$ cat src/rtl/gpp_pkg.sv
// shared types, constants and command codes of the genotype projection block
package gpp_pkg;

    localparam int MAX_SAMPLES = 1024;
    localparam int MAX_PCS     = 32;
    localparam int SMP_W       = $clog2(MAX_SAMPLES);
    localparam int PC_W        = $clog2(MAX_PCS);
    localparam int ACC_ADDR_W  = SMP_W + PC_W;
    localparam int ACC_W       = 48;
    localparam int WGT_W       = 32;
    localparam int AF_W        = 16;
    localparam int INV_W       = 32;
    localparam int NPC_W       = 6;

    localparam logic [1:0] CMD_SITE   = 2'd0;
    localparam logic [1:0] CMD_WEIGHT = 2'd1;
    localparam logic [1:0] CMD_SAMPLE = 2'd2;
    localparam logic [1:0] CMD_READ   = 2'd3;

    localparam logic [1:0] ST_OK   = 2'd0;
    localparam logic [1:0] ST_SKIP = 2'd1;
    localparam logic [1:0] ST_DOSE = 2'd2;
    localparam logic [1:0] ST_MONO = 2'd3;

    localparam logic [0:0] REG_HOMREF = 1'b0;
    localparam logic [0:0] REG_NPC    = 1'b1;

    // site start handed to the reciprocal sd unit
    typedef struct packed {
        logic            start;
        logic [AF_W-1:0] af;
    } t_sd_req;

    typedef struct packed {
        logic             done;
        logic [INV_W-1:0] inv_sd;
    } t_sd_rsp;

endpackage

$ cat src/rtl/gpp_inv_sd.sv
// reciprocal standard deviation unit: bit-serial square root then restoring divide
module gpp_inv_sd (
    input  logic           i_clk,
    input  logic           i_rst_n,
    input  gpp_pkg::t_sd_req i_req,
    output gpp_pkg::t_sd_rsp o_rsp
);
    import gpp_pkg::*;

    typedef enum logic [3:0] {
        S_IDLE = 4'b0001,
        S_SQRT = 4'b0010,
        S_DIV  = 4'b0100,
        S_DONE = 4'b1000
    } t_state;

    t_state        r_state, n_state;
    logic [63:0]   r_x, n_x;      // sqrt remainder / divide remainder
    logic [63:0]   r_r, n_r;      // sqrt root / divisor
    logic [63:0]   r_bit, n_bit;
    logic [56:0]   r_q, n_q;      // dividend shift register (bits of 2^56)
    logic [5:0]    r_cnt, n_cnt;
    logic [INV_W-1:0] r_inv, n_inv;
    logic [32:0]   v;
    logic [64:0]   rem_sh;

    // v = 2*af*(65536-af), at most 2^31
    assign v = {16'd0, i_req.af, 1'b0} * ({16'd0, 17'h10000} - {17'd0, i_req.af});

    always_comb begin
        n_state = r_state;
        n_x = r_x;
        n_r = r_r;
        n_bit = r_bit;
        n_q = r_q;
        n_cnt = r_cnt;
        n_inv = r_inv;
        rem_sh = '0;
        case (r_state)
            S_IDLE: begin
                if (i_req.start) begin
                    if (i_req.af == '0) begin
                        n_inv = '0;
                        n_state = S_DONE;
                    end else begin
                        n_x = {v[31:0], 32'd0};
                        if (v[32]) n_x = 64'h8000_0000_0000_0000;
                        n_r = '0;
                        n_bit = 64'h4000_0000_0000_0000;
                        n_state = S_SQRT;
                    end
                end
            end
            S_SQRT: begin
                if (r_x >= r_r + r_bit) begin
                    n_x = r_x - (r_r + r_bit);
                    n_r = (r_r >> 1) + r_bit;
                end else begin
                    n_r = r_r >> 1;
                end
                n_bit = r_bit >> 2;
                if (r_bit[0]) begin
                    n_x = '0;
                    n_q = {1'b1, 56'd0};
                    n_cnt = 6'd56;
                    n_state = S_DIV;
                    if (r_x >= r_r + r_bit) n_r = (r_r >> 1) + r_bit;
                    else n_r = r_r >> 1;
                end
            end
            S_DIV: begin
                // restoring division of 2^56 by the root, one bit a cycle
                rem_sh = {r_x, r_q[56]};
                n_q = {r_q[55:0], 1'b0};
                if (rem_sh >= {1'b0, r_r}) begin
                    n_x = 64'(rem_sh - {1'b0, r_r});
                    n_inv = {r_inv[INV_W-2:0], 1'b1};
                end else begin
                    n_x = rem_sh[63:0];
                    n_inv = {r_inv[INV_W-2:0], 1'b0};
                end
                if (r_cnt == '0) n_state = S_DONE;
                else n_cnt = r_cnt - 6'd1;
            end
            S_DONE: n_state = S_IDLE;
            default: n_state = S_IDLE;
        endcase
    end

    always_ff @(posedge i_clk) begin
        if (!i_rst_n) begin
            r_state <= S_IDLE;
        end else begin
            r_state <= n_state;
        end
        r_x <= n_x;
        r_r <= n_r;
        r_bit <= n_bit;
        r_q <= n_q;
        r_cnt <= n_cnt;
        r_inv <= n_inv;
    end

    assign o_rsp.done = (r_state == S_DONE);
    assign o_rsp.inv_sd = r_inv;

endmodule

$ cat config.mk
export PLATFORM = sky130hd
export DESIGN_NAME = gpp_inv_sd
export DESIGN_NICKNAME = d
export VERILOG_FILES = /design/src/rtl/gpp_pkg.sv /design/src/rtl/gpp_inv_sd.sv
export SDC_FILE = /design/constraint.sdc
export NUM_CORES = 1
export LEC_CHECK = 0
export BUFFER_PORTS_ARGS = -buffer_cell sky130_fd_sc_hd__buf_2
export CORE_MARGIN = 1
export CORE_UTILIZATION = 40
export DETAILED_ROUTE_END_ITERATION = 16
export HOLD_SLACK_MARGIN = 0.08
export SYNTH_ARGS = -nofsm -noshare
export SYNTH_HDL_FRONTEND = slang
export SYNTH_SLANG_ARGS = --single-unit
export TNS_END_PERCENT = 50
$ cat constraint.sdc
create_clock -name i_clk -period 25.1 [get_ports i_clk]
set_input_delay 0 -clock i_clk [delete_from_list [all_inputs] [get_ports i_clk]]
set_output_delay 0 -clock i_clk [all_outputs]
set_load 0.02 [all_outputs]
# After elaboration in Yosys (flattened, before gate mapping)
# Cells that the tools add are included.
[totals] ff_bits=291 out_inout_bits=33 input_bits=19
[classes] n_eq_ne=11 n_addsub=6 order_cmp=2 multipliers=1 n_reduce_logical=12 n_mux=28
[op_table] cell="$mux W64" count=11
[op_table] cell="$pmux W64 S2" count=2
[op_table] cell="$pmux W64 S3" count=1
[op_table] cell="$sub A64 B64 Y64" count=2
[op_table] cell="$pmux W57 S2" count=1
[op_table] cell="$ge A65 B64 Y1" count=1
[op_table] cell="$add A63 B64 Y64" count=1
[op_table] cell="$add A64 B64 Y64" count=1
[op_table] cell="$ge A64 B64 Y1" count=1
[op_table] cell="$mux W32" count=2
[op_table] cell="$pmux W32 S2" count=1
[op_table] cell="$mux W57" count=1
[op_table] cell="$mul A16 B33 Y32" count=1
[op_table] cell="$sub A17 B16 Y18 const A" count=1
[op_table] cell="$logic_not A16 Y1" count=1
[op_table] cell="$mux W4" count=4
[op_table] cell="$mux W6" count=2
[op_table] cell="$ne A2 B2 Y1 const B" count=6
[op_table] cell="$pmux W4 S3" count=1
[op_table] cell="$pmux W6 S2" count=1
[op_table] cell="$reduce_and A3 Y1" count=4
[op_table] cell="$logic_not A6 Y1" count=1
[op_table] cell="$reduce_bool A2 Y1" count=3
[op_table] cell="$sub A6 B1 Y6 const B" count=1
[op_table] cell="9 further kinds" count=9

# Depth between registers and ports, before layout
# Gate-level depths: netlist of run 1.
[depth] word_depth=6 mapped_depth=35

# Worst setup path after synthesis of run 1
# Ideal clock, no wire load.
[synth_path] path_kind="reg-to-reg" from="register r_r[2]" to="register r_x[0] (enable)" slack_ns=16.667 setup_time_ns=0.507 synth_period_minus_slack_ns=8.433 path_stages_with_launch=27 arrival_time_ns=7.926 n_path_buf=4 required_ns=24.593 cell_sequence="edfxtp_1 -> ha_1 -> a31oi_1 -> a211oi_2 -> o21a_1 -> a2bb2oi_2 -> a31oi_1 -> o21ai_2 -> a41o_1 -> o2111ai_2 -> o31ai_4 -> a21oi_1 -> xnor2_1 -> ha_1 -> clkbuf_1 -> a21o_1 -> a21o_1 -> a21o_1 -> a21o_1 -> a21o_1 -> a21oi_1 -> o21a_1 -> and2_1 -> buf_4 -> buf_6 -> buf_4 -> a21oi_1"
[synth_via] elab_chain_len=4
[synth_rtl] element="start, declared" line_no="gpp_inv_sd.sv:19" rtl="logic [63:0] r_r, n_r;"
[synth_rtl] element="start signal, assigned" line_no="gpp_inv_sd.sv:97" rtl="r_r <= n_r;"
[synth_rtl] element="$add A64 B64 Y64" line_no="gpp_inv_sd.sv:55" rtl="if (r_x >= r_r + r_bit) begin"
[synth_rtl] element="$ge A64 B64 Y1" line_no="gpp_inv_sd.sv:55"
[synth_rtl] element="$ne A3 B3 Y1 (no line)"
[synth_rtl] element="$reduce_and A4 Y1 (no line)"
[synth_rtl] element="end signal, assigned" line_no="gpp_inv_sd.sv:96" rtl="r_x <= n_x;"
[synth_rtl] element="end, declared" line_no="gpp_inv_sd.sv:18" rtl="logic [63:0] r_x, n_x;"
# Every way passes these cells.
# A chain may end at the register's enable or synchronous reset.

# Worst setup path after layout of run 1
[layout_path] from="input port i_req[0] (netlist bit)" to="register r_x[41], data pin"
[layout_via] elab_chain_len=6
[layout_rtl] element="start, declared" line_no="gpp_inv_sd.sv:5" rtl="input gpp_pkg::t_sd_req i_req,"
[layout_rtl] element="$sub A17 B16 Y18" line_no="gpp_inv_sd.sv:28" rtl="assign v = {16'd0, i_req.af, 1'b0} * ({16'd0, 17'h10000} - {17'd0, i_req.af});"
[layout_rtl] element="$mul A16 B33 Y32 *" line_no="gpp_inv_sd.sv:28"
[layout_rtl] element="$mux W64 *" line_no="gpp_inv_sd.sv:47" rtl="if (v[32]) n_x = 64'h8000_0000_0000_0000;"
[layout_rtl] element="$mux W64 *" line_no="gpp_inv_sd.sv:42" rtl="if (i_req.af == '0) begin"
[layout_rtl] element="$mux W64 *" line_no="gpp_inv_sd.sv:41" rtl="if (i_req.start) begin"
[layout_rtl] element="$pmux W64 S3 *" line_no="gpp_inv_sd.sv:39" rtl="case (r_state)"
[layout_rtl] element="named net n_x[41]" line_no="gpp_inv_sd.sv:18"
# Mark *: on every way through the listed nets, which the timed path passes. The rest lies on a longest branch. The select of a mux whose other input is x is not followed.

==> flow_summary.ini, run 1 <==
[outcome]
outcome = completed

[critical_path]
cp.depth = 34
path_buf_inv = 7
rr_startpoint = r_bit[0]$_SDFFCE_PN0P_
critPathMostFrequentCell = fa_1
start_kind = input pin
r2r_slack_ns = 17.35
worstPathArrival_ns = 9.01
critPathMaxFanout = 31
critical-path-top-delay-family = adder cells
critPathMaxStageDelay_ns = 0.55
crit_type = in -> reg
required_ns = 25.41
r2r_end = r_r[31]$_SDFFCE_PN0P_
worstRegToRegCells = 23
crit_start = i_req[0]
end_kind = flip-flop
crit_slowest_cell = fa_1

[placed_design]
place_inst = 4420
place_congestion = 0.972
placedInstanceArea_um2 = 31200
pre_cts_ws_ns = 15.84
hpwlAfterDp_um = 68000
port_buffers = 51

[cells_and_area]
fin_cells = 4470
drive_gt1_frac = 0.0486
nets = 4025
diodes = 0
design_area_um2 = 32200
layout_commonest_cell = inv_1
area_growth_pct = 6.71
final_cell_mix = 361 x inv_1, 315 x ha_1, 263 x nand2_1

[synth]
synth.distinct_cells = 90
synth_seq_cells = 203
syn_area_um2 = 30200
yosys.area.top_type = edfxtp_1
syn_inst = 3519
synth_edf_count = 199
synthTopCellsByArea = edfxtp_1 20%, fa_1 14%, ha_1 13%
async_flop_share = 0
netlist.area_leader.share = 0.198
synth.avg_cell_area_um2 = 8.57
yosysSeqAreaShare = 0.201
synth_ff_type = edfxtp_1
ys_warn_count = 0

[global_routing]
track_usage = 0.222
grt-ovfl-total = 0
grt_pass1_vias = 24600
grt_pass1_wl_um = 137000
antenna_found_initial = 1
grt_max_degree = 71

[drt]
antenna_left = 0
via_count = 25300
avgRoutedWirePerCell_um = 19.1
drcViolationCount = 0
via_per_inst = 5.67
drt-pass1-iter-count = 7
routed_wl_um = 85500
drtIter0Drc = 1916

[cts]
cts_resized = 0
clock_latency_ns = 0.60
cts_buffers = 26
cts_num_sinks = 203
cts_htree_levels = 1
tritoncts = yes
clockBufferDepth = 3
cts-root-buf = clkbuf_16
clkTransAtPathRegs_ns = 0.06

[timing]
skew_ns = 0.0398
fin_ws_ns = 16.39
period_share = 0.347
fin_crit_ns = 8.71
slew_violations = 0
hold_viol = 0
rsz0062_at_grt = no
setup_tns_ns = 0
setup_viol = 0
relSlewSlack = 0.268
worst_pin_slew_ns = 1.09
max_freq_mhz = 115

[floorplan]
io_pins = 52
core_area_um2 = 74600
die_h_um = 277
die_w_um = 277
num_rows = 100
initial_utilization = 0.404
die_area_um2 = 76500

[min_path]
min_to = r_state[3]$_SDFFE_PN0P_
whs_path_depth = 4
min_from = i_req[14]
min_path_type = in -> reg

[power_and_ir_drop]
power_leakage_nw = 13.7
power_mw = 4.41
p_per_area_nw_per_um2 = 137
peakVddDrop_uv = 136

[flow_run]
cap_violations = 0
==> routing by layer <==
metal	GRT usage	part of all wire	up-vias
met3	0.0213	0.059	119
met2	0.343	0.43	772
li1	-	-	12200
met1	0.329	0.48	12200
met4	0.0588	0.026	0
met5	0	0	-
==> through the flow <==
stage	utilization	hold WS, ns
after CTS	0.432	0.125
after detailed placement	0.419	0.290
final	0.432	0.130
after floorplan	-	0.118
after global routing	0.432	0.210
after global placement	0.419	0.288
==> sequential cells by signal, summed over array words and instances, names as in the netlist <==
signal and cells:
r_q 1, r_bit 32, r_inv 32, r_r 64
r_state 4, r_x 64, r_cnt 6
==> cell type report <==
class / instances / area [um2]
Timing Repair Buffer: 70 / 405
Sequential cell: 203 / 6060
Inverter: 364 / 1370
Clock buffer: 30 / 696
Tap cell: 969 / 1210
Clock inverter: 17 / 224
Multi-Input combinational cell: 2817 / 22200
Fill cell: 7482 / 42400
==> logic make-up after synthesis <==
logic type,after synthesis,share of synthesized area
other cells,2,0.000249
buf+inv,510,0.0653
compound gates,909,0.195
flops,203,0.201
fa+ha+maj,524,0.269
mux,44,0.0147
simple gates,1073,0.181
xor+xnor,254,0.0738
==> worst register-to-register path, delay by kind of cell, from the launching register on <==
family,cells,cell delay (ns)
AOI/OAI and AO/OA,10,2.92
and+or+nand+nor,7,2.17
adders and majority gates,3,0.89
buffers and inverters,1,0.58
DFF,1,0.51
xor gates and xnor gates,2,0.39
==> worst max path at each step <==
stage,to,slack [ns]
after detailed placement,r_x[40]$_DFFE_PP_,15.84
after CTS,r_x[40]$_DFFE_PP_,16.41
after global routing,r_x[41]$_DFFE_PP_,15.84
final,r_x[41]$_DFFE_PP_,16.39
after floorplan,r_x[0]$_DFFE_PP_,16.67
after global placement,r_x[40]$_DFFE_PP_,16.00
==> power breakdown <==
part           total [mW]  internal, mW  switching, mW
logic                3.40          1.39           2.01
registers           0.598         0.513         0.0842
clock network       0.416         0.249          0.167
total                4.41          2.15           2.26
==> Yosys cell counts (all sizes together), types with 10 or more instances <==
cell	number
a31o	16
mux2i	42
a21boi	12
nand2b	133
and3	25
a21o	84
o21bai	46
nand4	61
a22oi	22
o22ai	33
o21ai	187
xor2	93
buf	23
nor2b	105
a31oi	50
xnor2	161
and2	100
o21a	31
nor2	226
o211ai	30
ha	315
edfxtp	199
inv	363
nand3	45
clkbuf	123
nand2	264
or3	25
a211oi	36
fa	209
a21oi	261
nor3	39
o31ai	18
nor4	10
==> what timing repair did <==
| item | CTS | global route |
|---|---|---|
| endpoints found under the setup margin | 0 | 0 |
| hold endpoints to repair | 4 | 0 |
| hold buffers | 3 | 0 |
| buffers inserted | 0 | 0 |
Note: power is estimated with default switching activity, not from simulation.
==> run 2: changes to the inputs <==
- clock period: 25.1 -> 8.1 ns (I/O delays scaled with it)
==> flow_summary.ini, run 2 (synthesis results as in run 1) <==
[timing]
relSlewSlack = 0.317
hold_slack_ns = 0.176
worst_pin_slew_ns = 0.998
setup_viol = 0
period_share = 0.922
hold_viol = 0
max_freq_mhz = 134
fin_crit_ns = 7.47
fin_ws_ns = 0.632
slew_violations = 0
skew_ns = 0.0303
setup_tns_ns = 0

[drt]
avgRoutedWirePerCell_um = 19.1
via_count = 25400
routed_wl_um = 86400
route.met2.wl_um = 38400
antenna_left = 0
met1Wirelength_um = 41900
drt-pass1-iter-count = 6
drcViolationCount = 0
met3_wirelength_um = 4810
via_per_inst = 5.61
highest_layer = met4
drtIter0Drc = 2056

[critical_path]
worstPathArrival_ns = 7.80
critPathMaxStageDelay_ns = 0.55
crit_type = in -> reg
end_kind = flip-flop
crit_slowest_cell = fa_1
required_ns = 8.43
critPathMaxFanout = 10
start_kind = input pin
critPathMostFrequentCell = fa_1

[placed_design]
place_inst = 4477
place_congestion = 0.966
hpwlAfterDp_um = 69100
port_buffers = 51
pre_cts_ws_ns = -0.144

[global_routing]
antenna_found_initial = 0
grt-ovfl-total = 0
grt_max_degree = 73
track_usage = 0.225
grt_pass1_wl_um = 139000
grt_pass1_vias = 24900

[floorplan]
initial_utilization = 0.404
core_area_um2 = 74600
die_w_um = 277
num_rows = 100
die_h_um = 277
die_area_um2 = 76500
io_pins = 52

[cells_and_area]
fin_cells = 4523
diodes = 0
drive_gt1_frac = 0.0633
area_growth_pct = 8.08
final_cell_mix = 361 x inv_1, 315 x ha_1, 263 x nand2_1
layout_commonest_cell = inv_1
reg_top3 = r_r (64), r_x (64)
nets = 4081

[cts]
clock_latency_ns = 0.59
cts-root-buf = clkbuf_16
clkTransAtPathRegs_ns = 0.07
clockBufferDepth = 3
cts_buffers = 25
cts_htree_levels = 1
tritoncts = yes
cts_num_sinks = 203

[min_path]
min_path_type = in -> reg

[power_and_ir_drop]
power_leakage_nw = 14.0
power_mw = 14.1
p_per_area_nw_per_um2 = 432
peakVddDrop_uv = 408

[flow_run]
cap_violations = 0

[outcome]
outcome = completed
-- run 2: cell count changes in the layout (fill, tap and decap cells not counted), moves of 2 or more --
cell,before,now
buf_4,16,71
inv_6,1,3
clkinv_2,6,3
nor3b_1,6,4
nor3b_2,0,2
buf_12,0,2
clkbuf_8,3,1
-- run 2: timing repair --
action,in CTS,in global routing
hold buffers,3,0
gates resized for setup,0,5
setup endpoints to repair,0,27
hold endpoints to repair,4,0
buffers inserted,0,0
-- run 2: per-stage QoR --
stage | area, um2 | util
after floorplan | 30200 | -
after global placement | 31700 | 0.425
after detailed placement | 31700 | 0.425
after CTS | 32600 | 0.437
after global routing | 32600 | 0.437
final | 32600 | 0.437
-- run 2: path summary, 6_finish.rpt --
path | start | endpoint | slack, ns | cells after the start
min reg2reg | r_inv[0]$_SDFFCE_PN0P_ | r_inv[1]$_SDFFCE_PN0P_ | 0.53 | 1
min | i_req[14] | r_state[3]$_SDFFE_PN0P_ | 0.18 | 5
max | i_req[1] | r_x[37]$_DFFE_PP_ | 0.63 | 33
max reg2reg | r_bit[0]$_SDFFCE_PN0P_ | r_r[60]$_SDFFCE_PN0P_ | 1.04 | 23
-- run 2: worst max-delay path: cells and delay by family --
| kind | cells | cell delay, ns |
|---|---|---|
| buf+inv | 7 | 0.61 |
| compound gates | 8 | 1.52 |
| mux | 1 | 0.30 |
| fa+ha+maj | 9 | 3.72 |
| simple gates | 8 | 1.64 |
-- run 2: final cells by class --
cell class,count,area (um2)
sequential,203,6060
clock buffer,28,647
clock inverter,15,211
tap,969,1210
timing repair buffer,127,858
multi-input combinational,2817,22300
fill,7431,42000
inverter,364,1370
-- run 2: where the power goes --
part	internal, mW	switching [mW]
combinational	4.67	6.33
clock	0.732	0.507
sequential	1.59	0.266
total	6.99	7.10
-- run 2: metal layers --
| metal | up-vias | track usage |
|---|---|---|
| li1 | 12400 | - |
| met1 | 12200 | 0.337 |
| met2 | 725 | 0.357 |
| met3 | 74 | 0.0159 |
| met4 | 0 | 0.0383 |
| met5 | - | 0 |
